<file path="config.mk">
export PLATFORM = sky130hd
export DESIGN_NAME = debounced_threshold_alarm_monitor_core
export DESIGN_NICKNAME = d
export VERILOG_FILES = /design/src/rtl/dtam_pkg.sv /design/src/rtl/debounced_threshold_alarm_monitor_core.sv /design/src/rtl/dtam_cfg.sv /design/src/rtl/dtam_eval.sv /design/src/rtl/dtam_evq.sv
export SDC_FILE = /design/constraint.sdc
export NUM_CORES = 1
export LEC_CHECK = 0
export BUFFER_PORTS_ARGS = -buffer_cell sky130_fd_sc_hd__buf_2
export CORE_MARGIN = 4
export CORE_UTILIZATION = 30
export CTS_BUF_LIST = sky130_fd_sc_hd__clkbuf_4
export DETAILED_ROUTE_END_ITERATION = 6
export PLACE_DENSITY = 0.42
export SETUP_SLACK_MARGIN = 0.1
export SYNTH_ARGS = -nofsm -noshare
export SYNTH_HDL_FRONTEND = slang
export SYNTH_SLANG_ARGS = --single-unit
</file>
<file path="constraint.sdc">
create_clock -name clk -period 6.6 [get_ports clk]
set_input_delay 1.98 -clock clk [delete_from_list [all_inputs] [get_ports clk]]
set_output_delay 1.98 -clock clk [all_outputs]
set_load 0.05 [all_outputs]
</file>
<file path="src/rtl/dtam_pkg.sv">
package dtam_pkg;

  localparam int NumKinds = 4;
  localparam int KindW    = 2;
  localparam int CfgIdxW  = 3;
  localparam int CfgDataW = 16;

  localparam logic [KindW-1:0] KIND_VOLT  = 2'd0;
  localparam logic [KindW-1:0] KIND_TEMP  = 2'd1;
  localparam logic [KindW-1:0] KIND_FAULT = 2'd2;
  localparam logic [KindW-1:0] KIND_LINK  = 2'd3;

  localparam logic ACT_SET   = 1'b0;
  localparam logic ACT_CLEAR = 1'b1;

  localparam logic OP_FULL = 1'b0;
  localparam logic OP_POLL = 1'b1;

  localparam logic [CfgIdxW-1:0] CFG_VOLT_CRIT = 3'd0;
  localparam logic [CfgIdxW-1:0] CFG_VOLT_WARN = 3'd1;
  localparam logic [CfgIdxW-1:0] CFG_TEMP_CRIT = 3'd2;
  localparam logic [CfgIdxW-1:0] CFG_TEMP_WARN = 3'd3;
  localparam logic [CfgIdxW-1:0] CFG_DEBOUNCE  = 3'd4;
  localparam logic [CfgIdxW-1:0] CFG_NOTIFY    = 3'd5;

  localparam logic [7:0] CntMax = 8'd255;

  typedef struct packed {
    logic [15:0]        volt_crit_level;
    logic [15:0]        volt_warn_level;
    logic signed [11:0] temp_crit_level;
    logic signed [11:0] temp_warn_level;
    logic [7:0]         debounce_limit;
    logic               notify_enable;
  } cfg_t;

  typedef struct packed {
    logic               operation;
    logic [15:0]        volt_mv;
    logic signed [11:0] temp_tenths;
    logic               temp_valid;
    logic [15:0]        fault_code;
    logic               link_good;
  } item_t;

  typedef struct packed {
    logic action;
    logic severity;
    logic notify;
  } slot_t;

  typedef struct packed {
    logic [NumKinds-1:0]  mask;
    slot_t [NumKinds-1:0] slots;
  } batch_t;

  typedef struct packed {
    logic [KindW-1:0] alarm_kind;
    logic             action;
    logic             severity;
    logic             notify;
    logic             last;
  } event_t;

endpackage

</file>
<file path="src/rtl/debounced_threshold_alarm_monitor_core.sv">
// Alarm monitor with four debounced up/down counters (low voltage, high
// temperature, controller fault, link loss). A request enters an input
// register, is evaluated against the thresholds and its events
// (zero to four, in the order voltage, temperature, fault, link) land in an
// event register that drains one event per cycle on the output channel while
// out_ready is high, with last marking the final event of a request. A new
// request is taken every cycle while the event register can accept the next
// batch; the single output port sets the pace, so a request that raises several
// events holds off the next batch until its last event is accepted.
module debounced_threshold_alarm_monitor_core (
  input  logic                          clk,
  input  logic                          rst,
  input  logic                          cfg_we,
  input  logic [dtam_pkg::CfgIdxW-1:0]  cfg_index,
  input  logic [dtam_pkg::CfgDataW-1:0] cfg_data,
  input  logic                          in_valid,
  output logic                          in_ready,
  input  logic                          operation,
  input  logic [15:0]                   volt_mv,
  input  logic signed [11:0]            temp_tenths,
  input  logic                          temp_valid,
  input  logic [15:0]                   fault_code,
  input  logic                          link_good,
  output logic                          out_valid,
  input  logic                          out_ready,
  output logic [dtam_pkg::KindW-1:0]    alarm_kind,
  output logic                          action,
  output logic                          severity,
  output logic                          notify,
  output logic                          last
);
  import dtam_pkg::*;

  cfg_t   cfg;
  item_t  in_item;
  batch_t batch;
  logic   batch_valid;
  logic   take;
  event_t ev;

  assign in_item.operation   = operation;
  assign in_item.volt_mv     = volt_mv;
  assign in_item.temp_tenths = temp_tenths;
  assign in_item.temp_valid  = temp_valid;
  assign in_item.fault_code  = fault_code;
  assign in_item.link_good   = link_good;

  dtam_cfg u_cfg (
    .clk       (clk),
    .rst       (rst),
    .cfg_we    (cfg_we),
    .cfg_index (cfg_index),
    .cfg_data  (cfg_data),
    .cfg       (cfg)
  );

  dtam_eval u_eval (
    .clk         (clk),
    .rst         (rst),
    .in_valid    (in_valid),
    .in_ready    (in_ready),
    .in_item     (in_item),
    .cfg         (cfg),
    .take        (take),
    .batch_valid (batch_valid),
    .batch       (batch)
  );

  dtam_evq u_evq (
    .clk         (clk),
    .rst         (rst),
    .batch_valid (batch_valid),
    .batch       (batch),
    .take        (take),
    .out_valid   (out_valid),
    .out_ready   (out_ready),
    .ev          (ev)
  );

  assign alarm_kind = ev.alarm_kind;
  assign action     = ev.action;
  assign severity   = ev.severity;
  assign notify     = ev.notify;
  assign last       = ev.last;

endmodule

</file>
<file path="src/rtl/dtam_cfg.sv">
module dtam_cfg (
  input  logic                           clk,
  input  logic                           rst,
  input  logic                           cfg_we,
  input  logic [dtam_pkg::CfgIdxW-1:0]   cfg_index,
  input  logic [dtam_pkg::CfgDataW-1:0]  cfg_data,
  output dtam_pkg::cfg_t                 cfg
);
  import dtam_pkg::*;

  always_ff @(posedge clk) begin
    if (rst) begin
      cfg.volt_crit_level <= 16'd0;
      cfg.volt_warn_level <= 16'd0;
      cfg.temp_crit_level <= 12'sd2000;
      cfg.temp_warn_level <= 12'sd2000;
      cfg.debounce_limit  <= 8'd3;
      cfg.notify_enable   <= 1'b0;
    end else if (cfg_we) begin
      unique case (cfg_index)
        CFG_VOLT_CRIT: cfg.volt_crit_level <= cfg_data;
        CFG_VOLT_WARN: cfg.volt_warn_level <= cfg_data;
        CFG_TEMP_CRIT: cfg.temp_crit_level <= cfg_data[11:0];
        CFG_TEMP_WARN: cfg.temp_warn_level <= cfg_data[11:0];
        CFG_DEBOUNCE:  cfg.debounce_limit  <= cfg_data[7:0];
        CFG_NOTIFY:    cfg.notify_enable   <= cfg_data[0];
        default: ;
      endcase
    end
  end

endmodule

</file>
<file path="src/rtl/dtam_eval.sv">
module dtam_eval (
  input  logic            clk,
  input  logic            rst,
  input  logic            in_valid,
  output logic            in_ready,
  input  dtam_pkg::item_t in_item,
  input  dtam_pkg::cfg_t  cfg,
  input  logic            take,
  output logic            batch_valid,
  output dtam_pkg::batch_t batch
);
  import dtam_pkg::*;

  typedef struct packed {
    logic [7:0] cnt;
    logic       set_ev;
    logic       clr_ev;
  } step_t;

  function automatic step_t cnt_step(logic [7:0] cnt, logic up, logic down,
                                     logic [7:0] limit);
    step_t s;
    s.cnt    = cnt;
    s.set_ev = 1'b0;
    s.clr_ev = 1'b0;
    if (up) begin
      if (cnt != CntMax) s.cnt = cnt + 8'd1;
      s.set_ev = (s.cnt >= limit);
    end else if (down && cnt != 8'd0) begin
      s.cnt    = cnt - 8'd1;
      s.clr_ev = (s.cnt == 8'd0);
    end
    return s;
  endfunction

  item_t      item;
  logic       item_valid;
  logic [7:0] volt_counter;
  logic [7:0] temp_counter;
  logic [7:0] fault_counter;
  logic [7:0] link_counter;

  logic  full;
  logic  volt_crit, volt_bad, temp_crit, temp_bad, fault_bad;
  logic  link_reset;
  step_t volt_s, temp_s, fault_s, link_s;
  logic  link_clr;
  logic  [NumKinds-1:0] crit;
  step_t [NumKinds-1:0] st;

  assign in_ready    = !item_valid || take;
  assign batch_valid = item_valid;

  always_comb begin
    full       = (item.operation == OP_FULL);
    volt_crit  = item.volt_mv < cfg.volt_crit_level;
    volt_bad   = volt_crit || (item.volt_mv < cfg.volt_warn_level);
    temp_crit  = item.temp_tenths > cfg.temp_crit_level;
    temp_bad   = temp_crit || (item.temp_tenths > cfg.temp_warn_level);
    fault_bad  = (item.fault_code != 16'd0);
    link_reset = full && item.link_good;

    volt_s  = cnt_step(volt_counter, full && item.volt_mv != 16'd0 && volt_bad,
                       full && item.volt_mv != 16'd0 && !volt_bad, cfg.debounce_limit);
    temp_s  = cnt_step(temp_counter, full && item.temp_valid && temp_bad,
                       full && item.temp_valid && !temp_bad, cfg.debounce_limit);
    fault_s = cnt_step(fault_counter, full && fault_bad, full && !fault_bad,
                       cfg.debounce_limit);
    link_s  = cnt_step(link_counter, !full && !item.link_good,
                       !full && item.link_good, cfg.debounce_limit);
    link_clr = link_s.clr_ev || link_reset;

    st   = {link_s, fault_s, temp_s, volt_s};
    crit = {1'b1, 1'b1, temp_crit, volt_crit};

    for (int i = 0; i < NumKinds; i++) begin
      batch.mask[i] = st[i].set_ev || st[i].clr_ev;
      if (st[i].set_ev) begin
        batch.slots[i].action   = ACT_SET;
        batch.slots[i].severity = crit[i];
        batch.slots[i].notify   = crit[i] && cfg.notify_enable;
      end else begin
        batch.slots[i].action   = ACT_CLEAR;
        batch.slots[i].severity = 1'b0;
        batch.slots[i].notify   = 1'b0;
      end
    end
    // link good in a full sample always reports a clear
    batch.mask[3] = link_s.set_ev || link_clr;
  end

  always_ff @(posedge clk) begin
    if (rst) begin
      item_valid    <= 1'b0;
      volt_counter  <= 8'd0;
      temp_counter  <= 8'd0;
      fault_counter <= 8'd0;
      link_counter  <= 8'd0;
    end else begin
      if (in_valid && in_ready) begin
        item_valid <= 1'b1;
      end else if (take) begin
        item_valid <= 1'b0;
      end
      if (item_valid && take) begin
        volt_counter  <= volt_s.cnt;
        temp_counter  <= temp_s.cnt;
        fault_counter <= fault_s.cnt;
        link_counter  <= link_reset ? 8'd0 : link_s.cnt;
      end
    end
    if (in_valid && in_ready) begin
      item <= in_item;
    end
  end

endmodule

</file>
<file path="src/rtl/dtam_evq.sv">
module dtam_evq (
  input  logic             clk,
  input  logic             rst,
  input  logic             batch_valid,
  input  dtam_pkg::batch_t batch,
  output logic             take,
  output logic             out_valid,
  input  logic             out_ready,
  output dtam_pkg::event_t ev
);
  import dtam_pkg::*;

  logic [NumKinds-1:0]  mask;
  slot_t [NumKinds-1:0] slots;
  logic [KindW-1:0]     sel;
  logic [NumKinds-1:0]  rest;
  logic                 out_fire;

  always_comb begin
    sel = KIND_VOLT;
    for (int i = NumKinds - 1; i >= 0; i--) begin
      if (mask[i]) sel = KindW'(i);
    end
    rest     = mask & ~(NumKinds'(1) << sel);
    out_valid = |mask;
    out_fire = out_valid && out_ready;
    take     = (mask == '0) || (out_fire && rest == '0);

    ev.alarm_kind = sel;
    ev.action     = slots[sel].action;
    ev.severity   = slots[sel].severity;
    ev.notify     = slots[sel].notify;
    ev.last       = (rest == '0);
  end

  always_ff @(posedge clk) begin
    if (rst) begin
      mask <= '0;
    end else if (take) begin
      mask <= batch_valid ? batch.mask : '0;
    end else if (out_fire) begin
      mask <= rest;
    end
    if (take && batch_valid) begin
      slots <= batch.slots;
    end
  end

endmodule

</file>
==> run metrics, run 1 <==
register bit total from synthesis around 160; Int Power 1.46 mW; Clk pin slew, worst setup/hold paths between 0.1 and 0.15 ns; Cells after Synth 1109; final WL about 26 mm; first-pass GRT wire length 42.0 mm; row cnt 65; Power Density a little over 200 nW/µm²; syn nets 1282; number of buffers created by CTS 17; Hold WS 0.465 ns; leading area contributor after synthesis dfxtp_1; fin nets about 1300; Yosys top cell area share 0.213; Tcrit/Tclk final 0.748; clk_skew about 0.024 ns; Final Setup Violations 0; combinational power share 0.206; Vias/cell about 4.9; Placed Cells incl. Taps 1545; port bufs just under 80; status finished clean; EDFF count, synth 59; initial antenna violation count 2; share of layout cells above drive strength 1 0.118; Max Buffers Root-to-Sink 2; average cell area after synthesis 8.63 µm²; GRT Util Overall 0.151; crit path kind in2out; Initial Utilization 0.303; drt drc 0; final non-filler cell total 1581; Skew-Pair Late Insertion Delay 0.61 ns; Die H around 190 µm; Final Slew Violations 0; gr ovfl total 0; CP arrival ~3.0 ns; CTS tree built; dpl ws ~1.6 ns; worst endpoint required time about 4.6 ns; synth warn 0; die width between 150 and 200 µm; DR pass1 iterations 7; Hold EP u_cfg.cfg[14]; R2R cell count 13; fin worst setup slack around 1.7 ns; Leak approximately 4 nW; crit-path max FO 4; crit path launch type input port; maximum VDD drop between 0.1 and 0.15 mV; Clock Power Share 0.277; Max-slew headroom 0.322; vias about 8000; Hold Vio Cnt, Final 0; CP Launch Point out_ready; Sink Count roughly 160; Max Cap Violations 0; synth top area cells dfxtp_1, edfxtp_1, ha_1; I/O pin total just under 80; setup bufs post-CTS 0; pin count of the biggest net entering global routing a little over 50; cts repair resizes 0; Hold Startpoint u_cfg.cfg[14]; Tot Pwr 2.18 mW; number of global-route vias before repair approximately 7500; DP HPWL between 15 and 20 mm; die area 34800 µm²; core area around 32000 µm²; R2R setup slack approximately 3.2 ns; Hold Crit Class reg2reg; H-tree Lvls 4; Tmin final 4.94 ns; unrepaired setup endpoints after global routing no; post-route antenna net violation count 0; Slew @ Worst Pin roughly 1.0 ns; unique cell type count in the Yosys netlist between 70 and 80; Area Growth Syn to Fin 10.8%; Hold Path Stages 2; area of the mapped netlist roughly 9600 µm²; asr flop ratio synth 0; sequential area share after synthesis 0.398; Final GP Congestion roughly 0.81; Critical R2R Launch u_eval.fault_counter[1]; root buffer cell clkbuf_4; wire per inst 16.6 µm; fmax about 200 MHz; Synth Flop Type dfxtp_1; CTS Hold Buffers Added 0; Critical Path End Type output port; Setup TNS 0 ns; RR Endpoint u_evq.slots[7]; Sequential Power Share 0.517; initial DRC count between 400 and 500; Psw 0.724 mW; switching share of power 0.331
## metrics by stage
| step | util | area, µm² |
|---|---|---|
| floorplan | - | 9570 |
| global placement | 0.327 | 10300 |
| detailed placement | 0.327 | 10300 |
| CTS | 0.336 | 10600 |
| global route | 0.336 | 10600 |
| finish | 0.336 | 10600 |
## layout by cell type, fill, tap and decap left out, types with 8 or more instances in the layout
| cell | n |
|---|---|
| nand2b_1 | 21 |
| o211ai_1 | 18 |
| clkbuf_4 | 19 |
| nor3_1 | 17 |
| a21o_1 | 13 |
| nor4_1 | 16 |
| nand4_1 | 19 |
| xnor2_1 | 21 |
| a211oi_1 | 12 |
| buf_2 | 78 |
| inv_1 | 84 |
| nor2b_1 | 13 |
| xor2_1 | 8 |
| nand3_1 | 36 |
| nor2_1 | 89 |
| mux2i_1 | 12 |
| ha_1 | 102 |
| o21ai_0 | 39 |
| a21oi_1 | 109 |
| nand2_1 | 154 |
| edfxtp_1 | 59 |
| dfxtp_1 | 102 |
## layout make-up
class / count / area, µm²
timing repair buffer: 84 / 435
clock inverter: 13 / 126
antenna: 4 / 10.0
inverter: 85 / 320
tap: 402 / 503
multi-input combinational: 813 / 5260
clock buffer: 19 / 143
fill: 3361 / 20900
sequential: 161 / 3810
## worst max-delay path, stage by stage
cell and delay, ns:
buf_2 0.12, a21boi_1 0.45, nand2_1 0.16, buf_2 0.24
## metal layers
layer | track usage | vias up | wire, µm | part of all wire
li1 | - | 4033 | - | -
met1 | 0.225 | 3623 | 13600 | 0.52
met2 | 0.230 | 122 | 11600 | 0.44
met3 | 0.0254 | 18 | 839 | 0.032
met4 | 0.0361 | 0 | 297 | 0.011
met5 | 0 | - | 0 | 0
## sequential cells by signal, indices dropped and copies added (netlist names)
signal	count
u_eval.item	47
u_evq.slots	12
u_eval.link_counter	8
u_evq.mask	4
u_eval.fault_counter	8
u_eval.volt_counter	8
u_eval.batch_valid	1
u_eval.temp_counter	8
u_cfg.cfg	65
## power groups by stage
stage	Clock, mW	Sequential [mW]	Combinational, mW
finish	0.605	1.13	0.450
global route	0.678	1.14	0.512
CTS	0.644	1.13	0.454
detailed placement	0	1.15	0.451
global placement	0	1.15	0.450
floorplan	0	1.12	0.342
## synthesized netlist by cell type (3+ instances only)
| cell | n |
|---|---|
| buf_1 | 4 |
| a211oi_1 | 12 |
| or3_1 | 7 |
| buf_2 | 3 |
| o21a_1 | 6 |
| nand4_1 | 19 |
| a211o_1 | 5 |
| a21o_1 | 13 |
| xnor2_1 | 21 |
| o2bb2ai_1 | 3 |
| nor4b_1 | 4 |
| nand2_1 | 154 |
| nand3_1 | 36 |
| nor2_1 | 89 |
| mux2i_1 | 12 |
| o21ai_0 | 39 |
| o21ai_1 | 4 |
| and3_1 | 7 |
| nor3b_1 | 4 |
| ha_1 | 102 |
| a21oi_1 | 110 |
| nand2b_1 | 21 |
| or2_2 | 5 |
| nor4_1 | 16 |
| and2_1 | 7 |
| edfxtp_1 | 59 |
| inv_1 | 84 |
| clkbuf_1 | 42 |
| nor2b_1 | 13 |
| o211ai_1 | 18 |
| a22oi_1 | 4 |
| a221oi_1 | 3 |
| xor2_1 | 8 |
| a31oi_1 | 6 |
| nor3_1 | 18 |
| dfxtp_1 | 102 |
## worst max-delay path by stage
stage	end	slack [ns]	cells past startpoint
floorplan	u_eval.item[0]	1.71	2
global placement	in_ready	1.64	4
detailed placement	in_ready	1.62	4
CTS	in_ready	1.62	4
global route	in_ready	1.56	4
finish	in_ready	1.66	4
## cells by family after synthesis
group	Yosys count	share of synthesized area
AND/OR/NAND/NOR	414	0.205
AO/OA/AOI/OAI	251	0.164
flip-flops	161	0.398
buffers and inverters	135	0.0542
adder cells (fa/ha/maj)	103	0.134
XOR/XNOR	29	0.0265
multiplexers	16	0.0173
Note: power is estimated with default switching activity, not from simulation.
==> run 2: changes to the inputs <==
--- a/config.mk
+++ b/config.mk
@@ -10,7 +10,7 @@
 export CORE_UTILIZATION = 30
 export CTS_BUF_LIST = sky130_fd_sc_hd__clkbuf_4
 export DETAILED_ROUTE_END_ITERATION = 6
-export PLACE_DENSITY = 0.42
+export PLACE_DENSITY = 0.43
 export SETUP_SLACK_MARGIN = 0.1
 export SYNTH_ARGS = -nofsm -noshare
 export SYNTH_HDL_FRONTEND = slang
==> constraint.sdc (replaced) <==
create_clock -name clk -period 4.1 [get_ports clk]
set_input_delay 1.23 -clock clk [delete_from_list [all_inputs] [get_ports clk]]
set_output_delay 1.23 -clock clk [all_outputs]
set_load 0.05 [all_outputs]
==> run 2 against run 1 <==
Global-route usage hardly changed. Critical path depth is 2 higher. Sequential power is 61% higher. Final cell count is 0.13% higher. Largest cell class unchanged.
==> run metrics, run 2 (synthesized netlist as in run 1, its figures left out) <==
status finished clean; Final GP Congestion between 0.8 and 0.9; Biggest register u_cfg.cfg; Skew-Pair Late Insertion Delay ~0.58 ns; commonest non-fill, non-tap cell in the layout nand2_1; Slew @ Worst Pin approximately 0.9 ns; Filler Cell Count between 3000 and 4000; core area roughly 32000 µm²; commonest cells after routing, fill and taps aside nand2_1, a21oi_1, ha_1, dfxtp_1, nor2_1; pin count of the biggest net entering global routing 48; crit-path max FO 10; Hold Vio Cnt, Final 0; Hold Path Stages 2; Final Slew Violations 0; initial antenna violation count 2; Tmin final around 3.6 ns; DP Area between 10000 and 15000 µm²; crit path launch type flop; share of layout cells above drive strength 1 0.120; Vias/cell 4.90; Hold Startpoint u_cfg.cfg[6]; Initial Utilization 0.303; CTS Hold Buffers Added 0; first-pass GRT wire length roughly 42 mm; unrepaired setup endpoints after global routing no; CTS tree built; cts repair resizes 0; Max-slew headroom 0.411; maximum VDD drop ~0.15 mV; max reg flops 65; Power Density ~320 nW/µm²; Core Util, Final 0.336; Placed Cells incl. Taps between 1500 and 2000; port bufs 78; Sink Count about 160; Hold Crit Class reg2reg; setup bufs post-CTS 0; initial DRC count between 400 and 500; drt drc 0; DR pass1 iterations 5; number of global-route vias before repair about 7600; row cnt 65; final non-filler cell total 1583; Setup TNS 0 ns; CP arrival 2.35 ns; Final Setup Violations 0; largest registers u_cfg.cfg x65, u_eval.item x47, u_evq.slots x12; DP HPWL 19.1 mm; Max Cap Violations 0; fmax around 280 MHz; sequential cell area between 3000 and 4000 µm²; gr ovfl total 0; final WL approximately 26 mm; Critical R2R Launch u_eval.volt_counter[1]; post-route antenna net violation count 0; Die H roughly 190 µm; Max Buffers Root-to-Sink 2; R2R setup slack 0.79 ns; worst endpoint required time roughly 2.9 ns; I/O pin total between 70 and 80; Clk pin slew, worst setup/hold paths 0.13 ns; Hold EP u_cfg.cfg[6]; die width around 190 µm; clk_skew approximately 0.024 ns; Area Growth Syn to Fin 10.9%; area of the multi-input gates 5260 µm²; H-tree Lvls 4; RR Endpoint u_evq.slots[0]; Tcrit/Tclk final 0.873; fin nets 1340; Critical Path End Type output port; final instance area 10600 µm²; number of buffers created by CTS 17; wire per inst roughly 16 µm; vias around 7800; crit path kind reg2out; GRT Util Overall 0.151; root buffer cell clkbuf_4; R2R cell count 13; Leak 4.09 nW; die area ~35000 µm²
-- run 2: per-layer routing --
metal  track usage  vias to the layer above  share of wire
li1              -                     4035              -
met1         0.219                     3593           0.51
met2         0.239                      111           0.45
met3        0.0258                       13          0.029
met4        0.0321                        0         0.0083
met5             0                        -              0
-- run 2: critical path, cell delays in order (launching register included) --
cell and delay (ns):
dfxtp_1 0.44, a21oi_1 0.10, nor2_1 0.57, nor2b_1 0.11, a211oi_1 0.23, a21oi_1 0.08, buf_2 0.24
-- run 2: worst max-delay path by stage --
stage	startpoint	to	slack [ns]	depth (start not counted)
2_1_floorplan	u_evq.mask[3]	action	0.41	4
3_3_place_gp	out_ready	in_ready	0.64	4
3_5_place_dp	out_ready	in_ready	0.62	4
4_1_cts	u_evq.mask[2]	notify	0.44	7
5_1_grt	u_evq.mask[3]	notify	0.25	6
6_report	u_evq.mask[3]	notify	0.52	6
-- run 2: final cells by class --
cell class                      instances  share of cell area
Antenna cell                            1            0.000236
Clock buffer                           21              0.0148
Clock inverter                         11             0.00848
Inverter                               85              0.0302
Multi-Input combinational cell        813               0.495
Sequential cell                       161               0.359
Tap cell                              402              0.0474
Timing Repair Buffer                   89              0.0445
-- run 2: stage by stage --
stage / total power, mW / hold slack, ns / worst slack [ns]
2_1_floorplan: 2.36 / 0.436 / 0.406
3_3_place_gp: 2.57 / 0.442 / 0.645
3_5_place_dp: 2.57 / 0.446 / 0.624
4_1_cts: 3.51 / 0.465 / 0.437
5_1_grt: 3.69 / 0.482 / 0.250
6_report: 3.45 / 0.462 / 0.521
-- run 2: power breakdown --
part           internal (mW)  switching (mW)  total [mW]  leakage [nW]
combinational          0.290           0.430       0.720          2.55
sequential              1.74          0.0790        1.82          1.40
clock                  0.322           0.588       0.910         0.138
total                   2.35            1.10        3.45          4.09
